==> config.mk <==
export PLATFORM = sky130hd
export DESIGN_NAME = integer_to_ascii_radix_formatter
export DESIGN_NICKNAME = d
export VERILOG_FILES = /design/src/hw/rtl/iarf_pkg.sv /design/src/hw/rtl/integer_to_ascii_radix_formatter.sv /design/src/hw/rtl/iarf_bcd.sv /design/src/hw/rtl/iarf_emit.sv
export SDC_FILE = /design/constraint.sdc
export NUM_CORES = 1
export LEC_CHECK = 0
export BUFFER_PORTS_ARGS = -buffer_cell sky130_fd_sc_hd__buf_2
export CORE_UTILIZATION = 60
export CTS_CLUSTER_DIAMETER = 60
export DETAILED_ROUTE_END_ITERATION = 10
export PLACE_DENSITY = 0.84
export SYNTH_ARGS = -nofsm -noshare
export SYNTH_HDL_FRONTEND = slang
export SYNTH_HIERARCHICAL = 1
export SYNTH_SLANG_ARGS = --single-unit
==> constraint.sdc <==
create_clock -name clk_i -period 14.43 [get_ports clk_i]
set_clock_uncertainty 0.15 [all_clocks]
set_input_delay 1.443 -clock clk_i [delete_from_list [all_inputs] [get_ports clk_i]]
set_output_delay 1.443 -clock clk_i [all_outputs]
set_load 0.005 [all_outputs]
==> src/hw/rtl/iarf_pkg.sv <==
// Shared types, selector codes and ASCII constants for the integer-to-ASCII formatter.
// Used by iarf_bcd, iarf_emit and integer_to_ascii_radix_formatter; depends on nothing.
package iarf_pkg;

  // Default word size of the converted value
  localparam int WORD_BITS_DEF = 32;

  // Request selector codes (tuser of the input stream)
  localparam logic [2:0] REQ_DEC  = 3'd0;
  localparam logic [2:0] REQ_HEXL = 3'd1;
  localparam logic [2:0] REQ_HEXU = 3'd2;
  localparam logic [2:0] REQ_OCT  = 3'd3;
  localparam logic [2:0] REQ_CHAR = 3'd4;
  localparam logic [2:0] REQ_PCT  = 3'd5;

  // ASCII codes
  localparam logic [7:0] ASCII_ZERO    = 8'h30;
  localparam logic [7:0] ASCII_LOWER_A = 8'h61;
  localparam logic [7:0] ASCII_UPPER_A = 8'h41;
  localparam logic [7:0] ASCII_MINUS   = 8'h2d;
  localparam logic [7:0] ASCII_PERCENT = 8'h25;

  // Decimal digits needed for an unsigned word: floor(w * log10(2)) + 1
  function automatic int dec_digits(int w);
    return ((w * 1233) >>> 12) + 1;
  endfunction

  // Load command from the request control to the character emitter.
  // mode uses the request codes; REQ_CHAR means "emit lit_char alone".
  typedef struct packed {
    logic       load;
    logic [2:0] mode;
    logic [7:0] lit_char;
    logic       lit_last;
  } emit_cmd_t;

endpackage

==> src/hw/rtl/integer_to_ascii_radix_formatter.sv <==
// Top level of the integer-to-ASCII formatter: request control, BCD converter, emitter.
// Depends on iarf_pkg, iarf_bcd and iarf_emit.
//
// Usage:
//   Input stream: one transaction per request; tuser carries the selector (signed
//   decimal, lowercase hex, uppercase hex, octal, single character, percent) and
//   tdata the 32-bit value. Selectors 6 and 7 are taken and dropped.
//   Output stream: one transaction per ASCII character, most significant digit
//   first, tlast on the final character of the request.
//   Flow: a hex or octal request occupies the digit shifter for every digit
//   position of the word (8 or 11 at 32 bits), leading zeros included, and no
//   new request is taken until it is through. Signed decimal runs the bit-serial
//   BCD converter over every bit of the word, then the digit shifter over every
//   decimal digit position (10 at 32 bits). Char and percent load a single character.
//   The first character of a hex, octal, char or percent request passes the digit
//   shifter and then the output register; each leading zero dropped delays it.
//   A finished character waits in the output register while the next request is
//   taken; a stalled receiver holds the digit shifter and, once it is busy, tready.
//   Reset clears the controller and drops any character still waiting.
module integer_to_ascii_radix_formatter #(
  parameter int WORD_BITS = iarf_pkg::WORD_BITS_DEF
) (
  input  logic        clk_i,
  input  logic        rst_ni,
  input  logic        s_axis_tvalid_i,
  output logic        s_axis_tready_o,
  input  logic [31:0] s_axis_tdata_i,   // [31:0] value
  input  logic [2:0]  s_axis_tuser_i,   // [2:0] req_type
  output logic        m_axis_tvalid_o,
  input  logic        m_axis_tready_i,
  output logic [7:0]  m_axis_tdata_o,   // [7:0] out_char
  output logic        m_axis_tlast_o
);

  localparam int BCD_W = 4 * iarf_pkg::dec_digits(WORD_BITS);

  localparam logic ST_IDLE = 1'b0;
  localparam logic ST_CONV = 1'b1;

  logic                 state_q, state_d;
  logic [WORD_BITS-1:0] word, mag;
  logic                 neg, accept;
  logic                 bcd_start, bcd_busy, emit_busy;
  logic [BCD_W-1:0]     bcd;
  iarf_pkg::emit_cmd_t  cmd;

  assign word   = WORD_BITS'(s_axis_tdata_i);
  assign neg    = word[WORD_BITS-1];
  assign mag    = neg ? (~word + 1'b1) : word;
  assign accept = s_axis_tvalid_i && s_axis_tready_o;

  assign s_axis_tready_o = (state_q == ST_IDLE) && !emit_busy;

  // Dispatch a request: start BCD, load digits, or load a single character
  always_comb begin
    state_d      = state_q;
    bcd_start    = 1'b0;
    cmd.load     = 1'b0;
    cmd.mode     = s_axis_tuser_i;
    cmd.lit_char = s_axis_tdata_i[7:0];
    cmd.lit_last = 1'b1;
    case (state_q)
      ST_IDLE: begin
        if (accept) begin
          case (s_axis_tuser_i)
            iarf_pkg::REQ_DEC: begin
              bcd_start    = 1'b1;
              state_d      = ST_CONV;
              cmd.load     = neg;
              cmd.mode     = iarf_pkg::REQ_CHAR;
              cmd.lit_char = iarf_pkg::ASCII_MINUS;
              cmd.lit_last = 1'b0;
            end
            iarf_pkg::REQ_HEXL, iarf_pkg::REQ_HEXU, iarf_pkg::REQ_OCT,
            iarf_pkg::REQ_CHAR: begin
              cmd.load = 1'b1;
            end
            iarf_pkg::REQ_PCT: begin
              cmd.load     = 1'b1;
              cmd.mode     = iarf_pkg::REQ_CHAR;
              cmd.lit_char = iarf_pkg::ASCII_PERCENT;
            end
            default: begin
              cmd.load = 1'b0;
            end
          endcase
        end
      end
      ST_CONV: begin
        // Hand the BCD digits over once conversion is done and the sign has left the shifter
        cmd.mode = iarf_pkg::REQ_DEC;
        if (!bcd_busy && !emit_busy) begin
          cmd.load = 1'b1;
          state_d  = ST_IDLE;
        end
      end
      default: begin
        state_d = ST_IDLE;
      end
    endcase
  end

  always_ff @(posedge clk_i or negedge rst_ni) begin
    if (!rst_ni) begin
      state_q <= ST_IDLE;
    end else begin
      state_q <= state_d;
    end
  end

  iarf_bcd #(
    .WORD_BITS (WORD_BITS)
  ) u_bcd (
    .clk_i   (clk_i),
    .rst_ni  (rst_ni),
    .start_i (bcd_start),
    .bin_i   (mag),
    .busy_o  (bcd_busy),
    .bcd_o   (bcd)
  );

  iarf_emit #(
    .WORD_BITS (WORD_BITS)
  ) u_emit (
    .clk_i           (clk_i),
    .rst_ni          (rst_ni),
    .cmd_i           (cmd),
    .word_i          (word),
    .bcd_i           (bcd),
    .busy_o          (emit_busy),
    .m_axis_tvalid_o (m_axis_tvalid_o),
    .m_axis_tready_i (m_axis_tready_i),
    .m_axis_tdata_o  (m_axis_tdata_o),
    .m_axis_tlast_o  (m_axis_tlast_o)
  );

`ifndef NO_ASSERTIONS
  // While converting, no digits are loaded into the emitter until the BCD unit is done
  a_conv_hold: assert property (@(posedge clk_i) disable iff (!rst_ni)
    (state_q == ST_CONV && bcd_busy) |-> !cmd.load)
    else $error("digits loaded before BCD conversion finished");
`endif

endmodule

==> src/hw/rtl/iarf_bcd.sv <==
// Bit-serial binary to BCD converter (shift and add three), one input bit per cycle.
// Depends on iarf_pkg for the digit count.
module iarf_bcd #(
  parameter int WORD_BITS = iarf_pkg::WORD_BITS_DEF
) (
  input  logic                                        clk_i,
  input  logic                                        rst_ni,
  input  logic                                        start_i,
  input  logic [WORD_BITS-1:0]                        bin_i,
  output logic                                        busy_o,
  output logic [4*iarf_pkg::dec_digits(WORD_BITS)-1:0] bcd_o
);

  localparam int DEC_DIGITS = iarf_pkg::dec_digits(WORD_BITS);
  localparam int BCD_W      = 4 * DEC_DIGITS;
  localparam int CNT_W      = $clog2(WORD_BITS + 1);

  logic [WORD_BITS-1:0] bin_q, bin_d;
  logic [BCD_W-1:0]     bcd_q, bcd_d, bcd_adj;
  logic [CNT_W-1:0]     cnt_q, cnt_d;

  assign busy_o = (cnt_q != '0);
  assign bcd_o  = bcd_q;

  // Add three to every digit of five or more, all digits side by side
  always_comb begin
    for (int i = 0; i < DEC_DIGITS; i++) begin
      bcd_adj[4*i +: 4] = (bcd_q[4*i +: 4] >= 4'd5) ? bcd_q[4*i +: 4] + 4'd3
                                                    : bcd_q[4*i +: 4];
    end
  end

  // Load on start, otherwise shift one bit of the binary word into the digits
  always_comb begin
    bin_d = bin_q;
    bcd_d = bcd_q;
    cnt_d = cnt_q;
    if (start_i) begin
      bin_d = bin_i;
      bcd_d = '0;
      cnt_d = CNT_W'(WORD_BITS);
    end else if (busy_o) begin
      bin_d = bin_q << 1;
      bcd_d = {bcd_adj[BCD_W-2:0], bin_q[WORD_BITS-1]};
      cnt_d = cnt_q - 1'b1;
    end
  end

  always_ff @(posedge clk_i or negedge rst_ni) begin
    if (!rst_ni) begin
      cnt_q <= '0;
    end else begin
      cnt_q <= cnt_d;
    end
  end

  always_ff @(posedge clk_i) begin
    bin_q <= bin_d;
    bcd_q <= bcd_d;
  end

`ifndef NO_ASSERTIONS
  // A new conversion never cuts into one that is still running
  a_start_idle: assert property (@(posedge clk_i) disable iff (!rst_ni)
    start_i |-> !busy_o)
    else $error("bcd converter restarted while busy");
`endif

endmodule

==> src/hw/rtl/iarf_emit.sv <==
// Digit-serial character emitter: shifts digits out MSB first, drops leading zeros,
// maps them to ASCII and holds each character in the output register. Uses iarf_pkg.
module iarf_emit #(
  parameter int WORD_BITS = iarf_pkg::WORD_BITS_DEF
) (
  input  logic                                        clk_i,
  input  logic                                        rst_ni,
  input  iarf_pkg::emit_cmd_t                         cmd_i,
  input  logic [WORD_BITS-1:0]                        word_i,
  input  logic [4*iarf_pkg::dec_digits(WORD_BITS)-1:0] bcd_i,
  output logic                                        busy_o,
  output logic                                        m_axis_tvalid_o,
  input  logic                                        m_axis_tready_i,
  output logic [7:0]                                  m_axis_tdata_o,  // [7:0] out_char
  output logic                                        m_axis_tlast_o
);

  localparam int DEC_DIGITS = iarf_pkg::dec_digits(WORD_BITS);
  localparam int HEX_DIGITS = (WORD_BITS + 3) / 4;
  localparam int OCT_DIGITS = (WORD_BITS + 2) / 3;
  localparam int W_DEC      = 4 * DEC_DIGITS;
  localparam int W_HEX      = 4 * HEX_DIGITS;
  localparam int W_OCT      = 3 * OCT_DIGITS;
  localparam int W_DH       = (W_DEC > W_HEX) ? W_DEC : W_HEX;
  localparam int SR_W       = (W_DH > W_OCT) ? W_DH : W_OCT;
  localparam int MAX_DIG_DH = (DEC_DIGITS > HEX_DIGITS) ? DEC_DIGITS : HEX_DIGITS;
  localparam int MAX_DIGITS = (MAX_DIG_DH > OCT_DIGITS) ? MAX_DIG_DH : OCT_DIGITS;
  localparam int CNT_W      = $clog2(MAX_DIGITS + 1);

  logic [2:0]       mode_q;
  logic [SR_W-1:0]  sr_q;
  logic [CNT_W-1:0] cnt_q;
  logic             started_q;
  logic [7:0]       lit_q;
  logic             lit_last_q;
  logic             vld_q;
  logic [7:0]       data_q;
  logic             last_q;

  logic       is_lit, is_oct, slot_free, skip, step, emit;
  logic [3:0] dig;
  logic [7:0] char_c;
  logic       last_c;

  assign busy_o    = (cnt_q != '0);
  assign is_lit    = (mode_q == iarf_pkg::REQ_CHAR);
  assign is_oct    = (mode_q == iarf_pkg::REQ_OCT);
  assign dig       = is_oct ? {1'b0, sr_q[SR_W-1 -: 3]} : sr_q[SR_W-1 -: 4];
  assign slot_free = !vld_q || m_axis_tready_i;
  assign skip      = !is_lit && !started_q && (dig == 4'd0) && (cnt_q != CNT_W'(1));
  assign step      = busy_o && (skip || slot_free);
  assign emit      = busy_o && !skip && slot_free;

  // Map the current digit to its character
  always_comb begin
    if (is_lit) begin
      char_c = lit_q;
      last_c = lit_last_q;
    end else begin
      last_c = (cnt_q == CNT_W'(1));
      if (dig <= 4'd9) begin
        char_c = iarf_pkg::ASCII_ZERO + {4'd0, dig};
      end else if (mode_q == iarf_pkg::REQ_HEXL) begin
        char_c = iarf_pkg::ASCII_LOWER_A + {4'd0, dig} - 8'd10;
      end else begin
        char_c = iarf_pkg::ASCII_UPPER_A + {4'd0, dig} - 8'd10;
      end
    end
  end

  // Digit counter and run control
  always_ff @(posedge clk_i or negedge rst_ni) begin
    if (!rst_ni) begin
      cnt_q     <= '0;
      started_q <= 1'b0;
      mode_q    <= iarf_pkg::REQ_DEC;
    end else if (cmd_i.load) begin
      mode_q    <= cmd_i.mode;
      started_q <= 1'b0;
      case (cmd_i.mode)
        iarf_pkg::REQ_DEC:  cnt_q <= CNT_W'(DEC_DIGITS);
        iarf_pkg::REQ_HEXL: cnt_q <= CNT_W'(HEX_DIGITS);
        iarf_pkg::REQ_HEXU: cnt_q <= CNT_W'(HEX_DIGITS);
        iarf_pkg::REQ_OCT:  cnt_q <= CNT_W'(OCT_DIGITS);
        default:            cnt_q <= CNT_W'(1);
      endcase
    end else if (step) begin
      cnt_q     <= cnt_q - 1'b1;
      started_q <= started_q | emit;
    end
  end

  // Digit shift register, left aligned so the next digit sits at the top
  always_ff @(posedge clk_i) begin
    if (cmd_i.load) begin
      lit_q      <= cmd_i.lit_char;
      lit_last_q <= cmd_i.lit_last;
      case (cmd_i.mode)
        iarf_pkg::REQ_DEC:  sr_q <= SR_W'(bcd_i) << (SR_W - W_DEC);
        iarf_pkg::REQ_OCT:  sr_q <= SR_W'(word_i) << (SR_W - W_OCT);
        default:            sr_q <= SR_W'(word_i) << (SR_W - W_HEX);
      endcase
    end else if (step) begin
      sr_q <= is_oct ? (sr_q << 3) : (sr_q << 4);
    end
  end

  // Output register: hold the character until the transaction completes
  always_ff @(posedge clk_i or negedge rst_ni) begin
    if (!rst_ni) begin
      vld_q <= 1'b0;
    end else if (emit) begin
      vld_q <= 1'b1;
    end else if (m_axis_tready_i) begin
      vld_q <= 1'b0;
    end
  end

  always_ff @(posedge clk_i) begin
    if (emit) begin
      data_q <= char_c;
      last_q <= last_c;
    end
  end

  assign m_axis_tvalid_o = vld_q;
  assign m_axis_tdata_o  = data_q;
  assign m_axis_tlast_o  = last_q;

`ifndef NO_ASSERTIONS
  // Control loads a new run only once the previous one has left the digit shifter
  a_load_idle: assert property (@(posedge clk_i) disable iff (!rst_ni)
    cmd_i.load |-> !busy_o)
    else $error("emitter loaded while a run is in progress");

  // A marked last digit closes the run
  a_last_ends: assert property (@(posedge clk_i) disable iff (!rst_ni)
    (emit && last_c && !is_lit && !cmd_i.load) |=> !busy_o)
    else $error("run continues after its last character");

  // Skipped leading zeros never reach the output
  a_skip_quiet: assert property (@(posedge clk_i) disable iff (!rst_ni)
    (busy_o && skip && !vld_q) |=> !vld_q)
    else $error("skipped digit produced a character");
`endif

endmodule
# Word level (Yosys, flattened, before mapping)
# Index checks and enable logic that the tools add are counted.
[word_totals]
register_bits = 146
inputBits = 39
output_inout_bits = 11
[op_classes]
n_addsub = 18
n_lt_le_gt_ge = 11
eq_ne = 13
muxes = 43
n_bitwise = 4
reduce_logical = 28
[op_table]
columns = ["op", "n"]
rows = [
  ["40-bit two-way mux", 3],
  ["32-bit two-way mux", 3],
  ["40-bit one-hot mux with 2 select lines", 1],
  ["4-bit two-way mux", 12],
  ["4-bit by 3-bit greater-or-equal comparator with 1-bit output (second input constant)", 10],
  ["4-bit by 2-bit adder with 4-bit output (second input constant)", 9],
  ["32-bit by 1-bit adder with 32-bit output (second input constant)", 1],
  ["32-bit NOT", 1],
  ["8-bit two-way mux", 3],
  ["11-bit one-hot mux with 2 select lines", 1],
  ["7-bit by 4-bit adder with 8-bit output (first input constant)", 2],
  ["8-bit by 4-bit subtractor with 8-bit output (second input constant)", 2],
  ["3-bit by 2-bit == test with 1-bit output (second input constant)", 5],
  ["13-bit two-way mux", 1],
  ["6-bit two-way mux", 2],
  ["4-bit one-hot mux with 3 select lines", 1],
  ["1-bit two-way mux", 11],
  ["3-bit by 1-bit == test with 1-bit output (second input constant)", 3],
  ["3-bit == test (second input constant)", 3],
  ["1-bit logical AND", 9],
  ["9-bit two-way mux", 1],
  ["4-bit one-hot mux with 2 select lines", 1],
  ["6-bit by 4-bit adder with 7-bit output (first input constant)", 1],
  ["1-bit zero test", 6],
  ["other kinds (18)", 25],
]

# Longest topological paths before layout
# Gate-level depths: netlist of run 1.
[logic_depth]
word_depth = 11
mapped_depth = 14
depth_no_buf = 12

# By module
# The synthesis of run 1 kept the hierarchy.
[by_module_without_submodules]
columns = ["module", "instances", "cells_per_inst", "area_each_um2", "seq_area_each_um2"]
rows = [
  ["iarf_bcd", 1, 451, 4264.1, 1911.8],
  ["iarf_emit", 1, 388, 3751.1, 1966.9],
  ["integer_to_ascii_radix_formatter", 1, 128, 996.0, 25.0],
]

# Worst setup path before layout of run 1
# Ideal clock, no wire load.
[synth_timing]
kind = "input-to-reg"
from = "in m_axis_tready_i"
to = "reg u_emit.sr_q[0], enable pin"
setup_time_ps = 498
arrival_ps = 4881
setup_slack_ps = 8901
path_stages = 3
n_path_buf = 0
cell_sequence = "nand2b_1 > o21ba_1 > o31ai_1"
[synth_via]
elab_chain_len = 4
[synth_lines]
columns = ["element", "line_no", "rtl"]
rows = [
  ["start: declaration", "integer_to_ascii_radix_formatter.sv:30", "input logic m_axis_tready_i,"],
  ["1-bit logical OR", "iarf_emit.sv:49", "assign slot_free = !vld_q || m_axis_tready_i;"],
  ["1-bit logical OR", "iarf_emit.sv:51", "assign step = busy_o && (skip || slot_free);"],
  ["1-bit logical AND", "iarf_emit.sv:51", ""],
  ["2-bit nonzero test (no line)", "--", ""],
  ["end signal: assignment", "iarf_emit.sv:99", "iarf_pkg::REQ_DEC: sr_q <= SR_W'(bcd_i) << (SR_W - W_DEC);"],
  ["end signal: assignment", "iarf_emit.sv:100", "iarf_pkg::REQ_OCT: sr_q <= SR_W'(word_i) << (SR_W - W_OCT);"],
  ["end signal: assignment", "iarf_emit.sv:101", "default: sr_q <= SR_W'(word_i) << (SR_W - W_HEX);"],
  ["end: declaration", "iarf_emit.sv:31", "logic [SR_W-1:0] sr_q;"],
]
# No other way between the ends.
# A chain may end at the register's enable or synchronous reset.

# Worst setup path after layout of run 1
[layout_timing]
from = "reg u_emit.cnt_q[0]"
to = "reg u_bcd.bcd_q[30], in the netlist u_bcd/bcd_o[30]"
[layout_via]
elab_chain_len = 6
[layout_lines]
columns = ["element", "line_no", "rtl"]
rows = [
  ["start: declaration", "iarf_emit.sv:32", "logic [CNT_W-1:0] cnt_q;"],
  ["start signal: assignment", "iarf_emit.sv:81", "iarf_pkg::REQ_DEC: cnt_q <= CNT_W'(DEC_DIGITS);"],
  ["start signal: assignment", "iarf_emit.sv:82", "iarf_pkg::REQ_HEXL: cnt_q <= CNT_W'(HEX_DIGITS);"],
  ["start signal: assignment", "iarf_emit.sv:83", "iarf_pkg::REQ_HEXU: cnt_q <= CNT_W'(HEX_DIGITS);"],
  ["4-bit nonzero test", "iarf_emit.sv:45", "assign busy_o = (cnt_q != '0);"],
  ["named net emit_busy", "integer_to_ascii_radix_formatter.sv:43", "logic bcd_start, bcd_busy, emit_busy;"],
  ["1-bit zero test", "integer_to_ascii_radix_formatter.sv:52", "assign s_axis_tready_o = (state_q == ST_IDLE) && !emit_busy;"],
  ["1-bit logical AND", "integer_to_ascii_radix_formatter.sv:52", ""],
  ["1-bit logical AND", "integer_to_ascii_radix_formatter.sv:50", "assign accept = s_axis_tvalid_i && s_axis_tready_o;"],
  ["1-bit two-way mux", "integer_to_ascii_radix_formatter.sv:64", "if (accept) begin"],
  ["1-bit two-way mux", "integer_to_ascii_radix_formatter.sv:62", "case (state_q)"],
  ["named net bcd_start", "integer_to_ascii_radix_formatter.sv:43", ""],
  ["end signal: assignment", "iarf_bcd.sv:59", "bcd_q <= bcd_d;"],
  ["end: declaration", "iarf_bcd.sv:19", "logic [BCD_W-1:0] bcd_q, bcd_d, bcd_adj;"],
]
# The timed path passes the listed nets, and every way through them passes these cells.

==> summary.md, run 1 <==
| Metric | Value |
|---|---|
| Clk pin slew, worst setup/hold paths | 0.06 ns |
| Leak Pwr | 0.00391 µW |
| Total wire length | 22,600 µm |
| DRC | 0 |
| Routed Antenna Nets | 0 |
| Net count reported at finish | 1,051 |
| Drt pass-1 iters | 5 |
| Post-synthesis compound-gate area fraction | 19.1% |
| Final GP Congestion | 0.866 |
| Layout area overhead | 11.3% |
| RSZ-0062 raised after global routing | no |
| WHS | 0.344 ns |
| Simple-Gate Fraction of Synth Area | 20.9% |
| Antenna violations before repair | 0 |
| Register bit count reported by yosys | 146 |
| Worst endpoint required time | 14.55 ns |
| Sequential Power Share | 39.2% |
| I/O Pins | 50 |
| Final HPWL DP | 14,500 µm |
| First-pass GRT wire length | 35,800 µm |
| Initial Utilization | 61.8% |
| Outcome | completed |
| Post-Syn Area | 9010 µm² |
| Total Neg Setup Slack | 0 ns |
| Least-Margin Pin Slew | 1.26 ns |
| Final hold vios | 0 |
| Worst-Skew Late Latency | 0.42 ns |
| Synth unique cells | 60 |
| Sw frac | 37.5% |
| Commonest cells post-synth | nand2_1, edfxtp_1, clkbuf_1, o21ai_0, dfxtp_1 |
| Synth top area share | 30.0% |
| Net Sw Power | 858 µW |
| H-tree Lvls | 4 |
| Wire length per cell | 19.2 µm |
| # setup viols final | 0 |
| Largest family of logic cells by synthesized area | simple AND/OR/NAND/NOR gates |
| Minimum clock period | 5.23 ns |
| Top cell type by total area after synthesis | edfxtp_1 |
| Synthesized-area fraction occupied by adder cells | 3.89% |
| Vias in the first global route | 7,077 |
| Die Span X | 125 µm |
| MaxCap Viol Count | 0 |
| Ys async rst share | 11.0% |
| Die Ht | 125 µm |
| Share of layout cells above drive strength 1 | 15.4% |
| CTS Sinks | 146 |
| Ys flop type | edfxtp_1 |
| Synth Area in XOR/XNOR | 3.11% |
| Hold-fix buffers, CTS | 0 |
| CTS buffer count | 17 |
| Final period util | 36.2% |
| Post-CTS Setup Bufs | 0 |
| Root buffer cell | clkbuf_16 |
| Diode count | 0 |
| Internal power component | 1430 µW |
| Slew margin rel. | 15.6% |
| Avg Cell Area, Syn | 9.32 µm² |
| Gate count of the mapped netlist | 967 |
| WS Path Type | flop to flop |
| Crit Path Max Fanout | 66 |
| DR vias/cell | 6.60 |
| Crit start category | flop |
| Largest net degree at the start of global routing | 67 |
| Syn Nets | 1,034 |
| Combinational power share | 38.7% |
| P per Cell Area | 228 nW/µm² |
| CTS max path bufs | 2 |
| Clock share of power | 22.2% |
| Initial drt markers | 889 |
| Mux contribution to synthesized area | 4.93% |
| Core Box Area | 14,600 µm² |
| Max Clock Freq | 0.191 GHz |
| Post-CTS sizing | 0 |
| PortBufs | 49 |
| CTS tree | built |
| Crit. End Element | flop |
| Final Slew Violations | 0 |
| Site Rows | 44 |
| Post-synthesis sequential area ratio | 43.3% |
| Total gr overflow | 0 |
| Hold crit path type | flop to flop |
| Worst path arrival time | 5.35 ns |
| EDFF count, synth | 90 |
| Most frequent cell after synthesis | nand2_1 |
| Reg2Reg Setup Slack | 9.20 ns |
| GRT Resource Usage Total | 28.9% |
| Via count | 7,798 |
| Top cells by area, synth | edfxtp_1, dfxtp_1, nand2_1 |
| Worst ir drop on vdd | 126 µV |
| Area of the die | 15,500 µm² |
| Yosys warnings | 6 |
==> kinds of logic after synthesis <==
family | Yosys count
buffers and inverters | 105
XOR/XNOR | 32
AO/OA/AOI/OAI | 244
multiplexers | 40
flip-flops | 146
adder cells (fa/ha/maj) | 28
AND/OR/NAND/NOR | 372
==> worst max-delay path, stage by stage (launching register included) <==
cell      delay [ns]
dfrtp_1         0.41
inv_1           0.11
ha_1            0.18
inv_1           0.07
nor3_1          0.71
inv_1           0.31
nor4b_2         0.56
nand2_1         0.21
inv_2           0.08
buf_4           0.63
clkinv_1        0.55
buf_4           0.36
o21ai_1         0.51
o32ai_1         0.21
==> cell usage in the layout (no fill, tap or decap), types with 3 or more instances in the layout <==
cell type and instances:
or3_1 12, edfxtp_1 90, nand3_1 9, nand2_1 194
nor2b_1 13, ha_1 28, o41ai_2 6, clkinv_1 5
a22oi_1 31, nor3_1 16, dfrtp_1 16, buf_2 49
inv_1 36, and2_1 6, mux2i_1 5, nand4_1 12
clkbuf_16 17, mux2_2 35, bufinv_16 7, and3b_1 3
nor4_1 5, a311oi_1 9, o211ai_1 3, a31oi_1 37
dfxtp_1 40, a211oi_1 22, o31ai_1 14, o32ai_1 20
nor3b_1 4, nand2b_1 18, nor2_1 20, nand3b_1 5
and3_1 36, nor4_4 3, a21oi_1 20, o21ai_0 50
o41ai_1 13, xnor2_1 32, buf_4 15, o21ai_1 6
==> path summary, 6_finish.rpt <==
| check | startpoint | endpoint | cells past startpoint |
|---|---|---|---|
| min in group asynchronous | rst_ni | u_bcd/cnt_q[3]$_DFFE_PN0P_ | 1 |
| worst min-delay path | u_emit/started_q$_DFFE_PN0P_ | u_emit/started_q$_DFFE_PN0P_ | 1 |
| worst max-delay path | u_emit/cnt_q[0]$_DFFE_PN0P_ | u_bcd/bcd_o[30]$_SDFFE_PP0P_ | 13 |
| worst min register to register | u_emit/started_q$_DFFE_PN0P_ | u_emit/started_q$_DFFE_PN0P_ | 1 |
| max in group asynchronous | rst_ni | u_emit/cnt_q[0]$_DFFE_PN0P_ | 1 |
| worst max register to register | u_emit/cnt_q[0]$_DFFE_PN0P_ | u_bcd/bcd_o[30]$_SDFFE_PP0P_ | 13 |
==> through the flow <==
step | cells | power, µW | util (%) | cell area, µm² | setup slack [ns]
5_1_grt | 1181 | 2420 | 68.7 | 10000 | 8.79
3_3_place_gp | 1149 | 1720 | 64.1 | 9360 | 9.48
4_1_cts | 1181 | 2270 | 68.7 | 10000 | 9.23
2_1_floorplan | 967 | 1520 | - | 9010 | 8.90
6_report | 1181 | 2290 | 68.7 | 10000 | 9.20
3_5_place_dp | 1149 | 1750 | 64.1 | 9360 | 9.26
==> flip-flops by register name (all words and copies together), names as in the netlist, 3 cells and up <==
signal,count
u_bcd/bcd_o,40
u_emit/m_axis_tdata_o,8
u_emit/mode_q,3
u_emit/cnt_q,4
u_emit/sr_q,40
u_emit/lit_q,8
u_bcd/bin_q,32
u_bcd/cnt_q,6
==> power by group through the flow <==
| stage | registers (µW) | logic [µW] | clock network (µW) |
|---|---|---|---|
| after floorplan | 821 | 699 | 0 |
| after global placement | 888 | 828 | 0 |
| after detailed placement | 895 | 860 | 0 |
| after CTS | 889 | 872 | 511 |
| after global routing | 917 | 979 | 528 |
| final | 895 | 884 | 507 |
==> metal layers <==
metal	vias up	GRT usage, %	wire, µm
li1	3633	-	-
met5	-	0	0
met4	0	10.3	448
met1	3695	38.7	9260
met3	45	5.63	1990
met2	425	46.6	10900
==> layout make-up <==
cell class,count,area (µm²)
Tap cell,184,230
Clock inverter,13,238
Inverter,39,146
Sequential cell,146,3900
Timing Repair Buffer,64,358
Fill cell,1077,4560
Multi-Input combinational cell,716,4720
Clock buffer,19,433
No activity file was read; power rests on OpenSTA's default activity.
==> run 2: changes to the inputs <==
- CORE_UTILIZATION: 60 -> 56
- PLACE_DENSITY: 0.84 -> 0.82
- clock period: 14.43 -> 4.5 ns (I/O delays scaled with it)
==> summary.md, run 2 (same netlist as run 1, synthesis figures left out) <==
| Metric | Value |
|---|---|
| Total Neg Setup Slack | 0 ns |
| MaxCap Viol Count | 0 |
| Total wire length | 22,800 µm |
| PortBufs | 49 |
| Initial Utilization | 57.1% |
| Commonest cells after routing, fill and taps aside | nand2_1, edfxtp_1, o21ai_0 |
| Crit. End Element | flop |
| Max Clock Freq | 0.274 GHz |
| Worst reg2reg path depth | 14 |
| Final period util | 81.2% |
| Least-Margin Pin Slew | 0.895 ns |
| CTS tree | built |
| Layout area overhead | 12.3% |
| Share of layout cells above drive strength 1 | 16.4% |
| Post-CTS sizing | 0 |
| Drt pass-1 iters | 7 |
| Core Util, Final | 64.2% |
| Core Box Area | 15,800 µm² |
| Filler instances | 1,245 |
| I/O Pins | 50 |
| Root buffer cell | clkbuf_16 |
| CTS buffer count | 17 |
| Clk pin slew, worst setup/hold paths | 0.06 ns |
| Vias in the first global route | 7,092 |
| Hold-fix buffers, CTS | 1 |
| Via count | 7,844 |
| Hold crit path type | input pin to flop |
| Final GP Congestion | 0.867 |
| RSZ-0062 raised after global routing | no |
| Setup crit start | u_emit/cnt_q[0]$_DFFE_PN0P_ |
| Die Ht | 129 µm |
| Diode count | 0 |
| Area of the die | 16,600 µm² |
| Initial drt markers | 1,044 |
| GRT Resource Usage Total | 28.2% |
| Slew margin rel. | 40.0% |
| Routed Antenna Nets | 0 |
| Crit Path Max Fanout | 25 |
| Wire length per cell | 18.7 µm |
| Die Span X | 129 µm |
| First-pass GRT wire length | 36,200 µm |
| DR vias/cell | 6.41 |
| Post-CTS Setup Bufs | 0 |
| # setup viols final | 0 |
| Final hold vios | 0 |
| Antenna violations before repair | 0 |
| Worst path arrival time | 3.76 ns |
| Total gr overflow | 0 |
| DRC | 0 |
| Leak Pwr | 0.00394 µW |
| Reg2Reg Setup Slack | 0.85 ns |
| Crit start category | flop |
| Net count reported at finish | 1,061 |
| CTS Sinks | 146 |
| Site Rows | 46 |
| Outcome | completed |
| CTS max path bufs | 2 |
| P per Cell Area | 722 nW/µm² |
| Crit Reg-Reg Startpoint | u_emit/cnt_q[0]$_DFFE_PN0P_ |
| Final HPWL DP | 14,900 µm |
| Minimum clock period | 3.65 ns |
| Worst ir drop on vdd | 340 µV |
| Final Slew Violations | 0 |
| Most common cell after layout, fill and taps aside | nand2_1 |
| Worst-Skew Late Latency | 0.42 ns |
| Largest net degree at the start of global routing | 57 |
| WHS | 0.288 ns |
| Worst setup path endpoint | u_emit/sr_q[22]$_DFFE_PP_ |
| Worst endpoint required time | 4.61 ns |
| WS Path Type | flop to flop |
| Worst R2R End | u_emit/sr_q[22]$_DFFE_PP_ |
| H-tree Lvls | 4 |
==> run 2: cell types whose count changed in the layout (fill, tap and decap cells not counted), sizes merged <==
cell,delta
buf,+9
bufinv,-2
clkbuf,+1
clkinvlp,+1
dlygate4sd3,+1
==> run 2: cell type report <==
| cell class | instances | area, µm² | area share (%) |
|---|---|---|---|
| Clock inverter | 12 | 188 | 1.85 |
| Tap cell | 216 | 270 | 2.67 |
| Timing Repair Buffer | 74 | 448 | 4.43 |
| Sequential cell | 146 | 3900 | 38.6 |
| Multi-Input combinational cell | 716 | 4720 | 46.6 |
| Clock buffer | 20 | 447 | 4.41 |
| Inverter | 39 | 146 | 1.45 |
==> run 2: layer usage <==
metal	vias up	global-route usage, %	routed length (µm)
met2	408	44.7	10500
met3	63	5.90	1970
li1	3647	-	-
met4	0	11.8	654
met1	3726	37.6	9660
met5	-	0	0
==> run 2: worst min-delay path by stage <==
stage | cells after the start | end | slack, ns | start
after floorplan | 0 | state_q$_DFF_PN0_ | 0.004 | rst_ni
final | 2 | u_bcd/bin_q[0]$_SDFFCE_PN0P_ | 0.29 | s_axis_tdata_i[0]
after global routing | 2 | u_bcd/bin_q[0]$_SDFFCE_PN0P_ | 0.28 | s_axis_tdata_i[0]
after CTS | 2 | u_bcd/bin_q[0]$_SDFFCE_PN0P_ | 0.27 | s_axis_tdata_i[0]
after detailed placement | 1 | u_bcd/cnt_q[2]$_DFFE_PN0P_ | 0.25 | rst_ni
after global placement | 1 | u_bcd/cnt_q[0]$_DFFE_PN0P_ | 0.25 | rst_ni
==> run 2: power by group <==
group          total (µW)  leakage [µW]  switching (µW)  internal (µW)
Sequential           2890       0.00144             635           2250
Clock                1530      0.000305             536            991
Combinational        2890       0.00220            1620           1270
==> run 2: worst max-delay path, stage by stage (launching register included) <==
cell and delay (ns):
dfrtp_1 0.41, inv_1 0.10, ha_1 0.17, inv_1 0.07, nor3_1 0.18, buf_4 0.18, inv_1 0.07, nor4b_2 0.45
nand2_1 0.27, and3b_1 0.30, nor3_2 0.17, buf_4 0.32, buf_4 0.29, a22oi_1 0.13, a31oi_1 0.22
==> run 2: per-stage QoR <==
| step | worst slack, ns | instance area (µm²) | cells | power [µW] |
|---|---|---|---|---|
| after floorplan | 0.243 | 9020 | 967 | 4870 |
| after global placement | 1.09 | 9480 | 1190 | 5560 |
| after detailed placement | 0.994 | 9480 | 1190 | 5670 |
| after CTS | 0.923 | 10100 | 1223 | 7240 |
| after global routing | 0.523 | 10100 | 1223 | 7770 |
| final | 0.846 | 10100 | 1223 | 7310 |
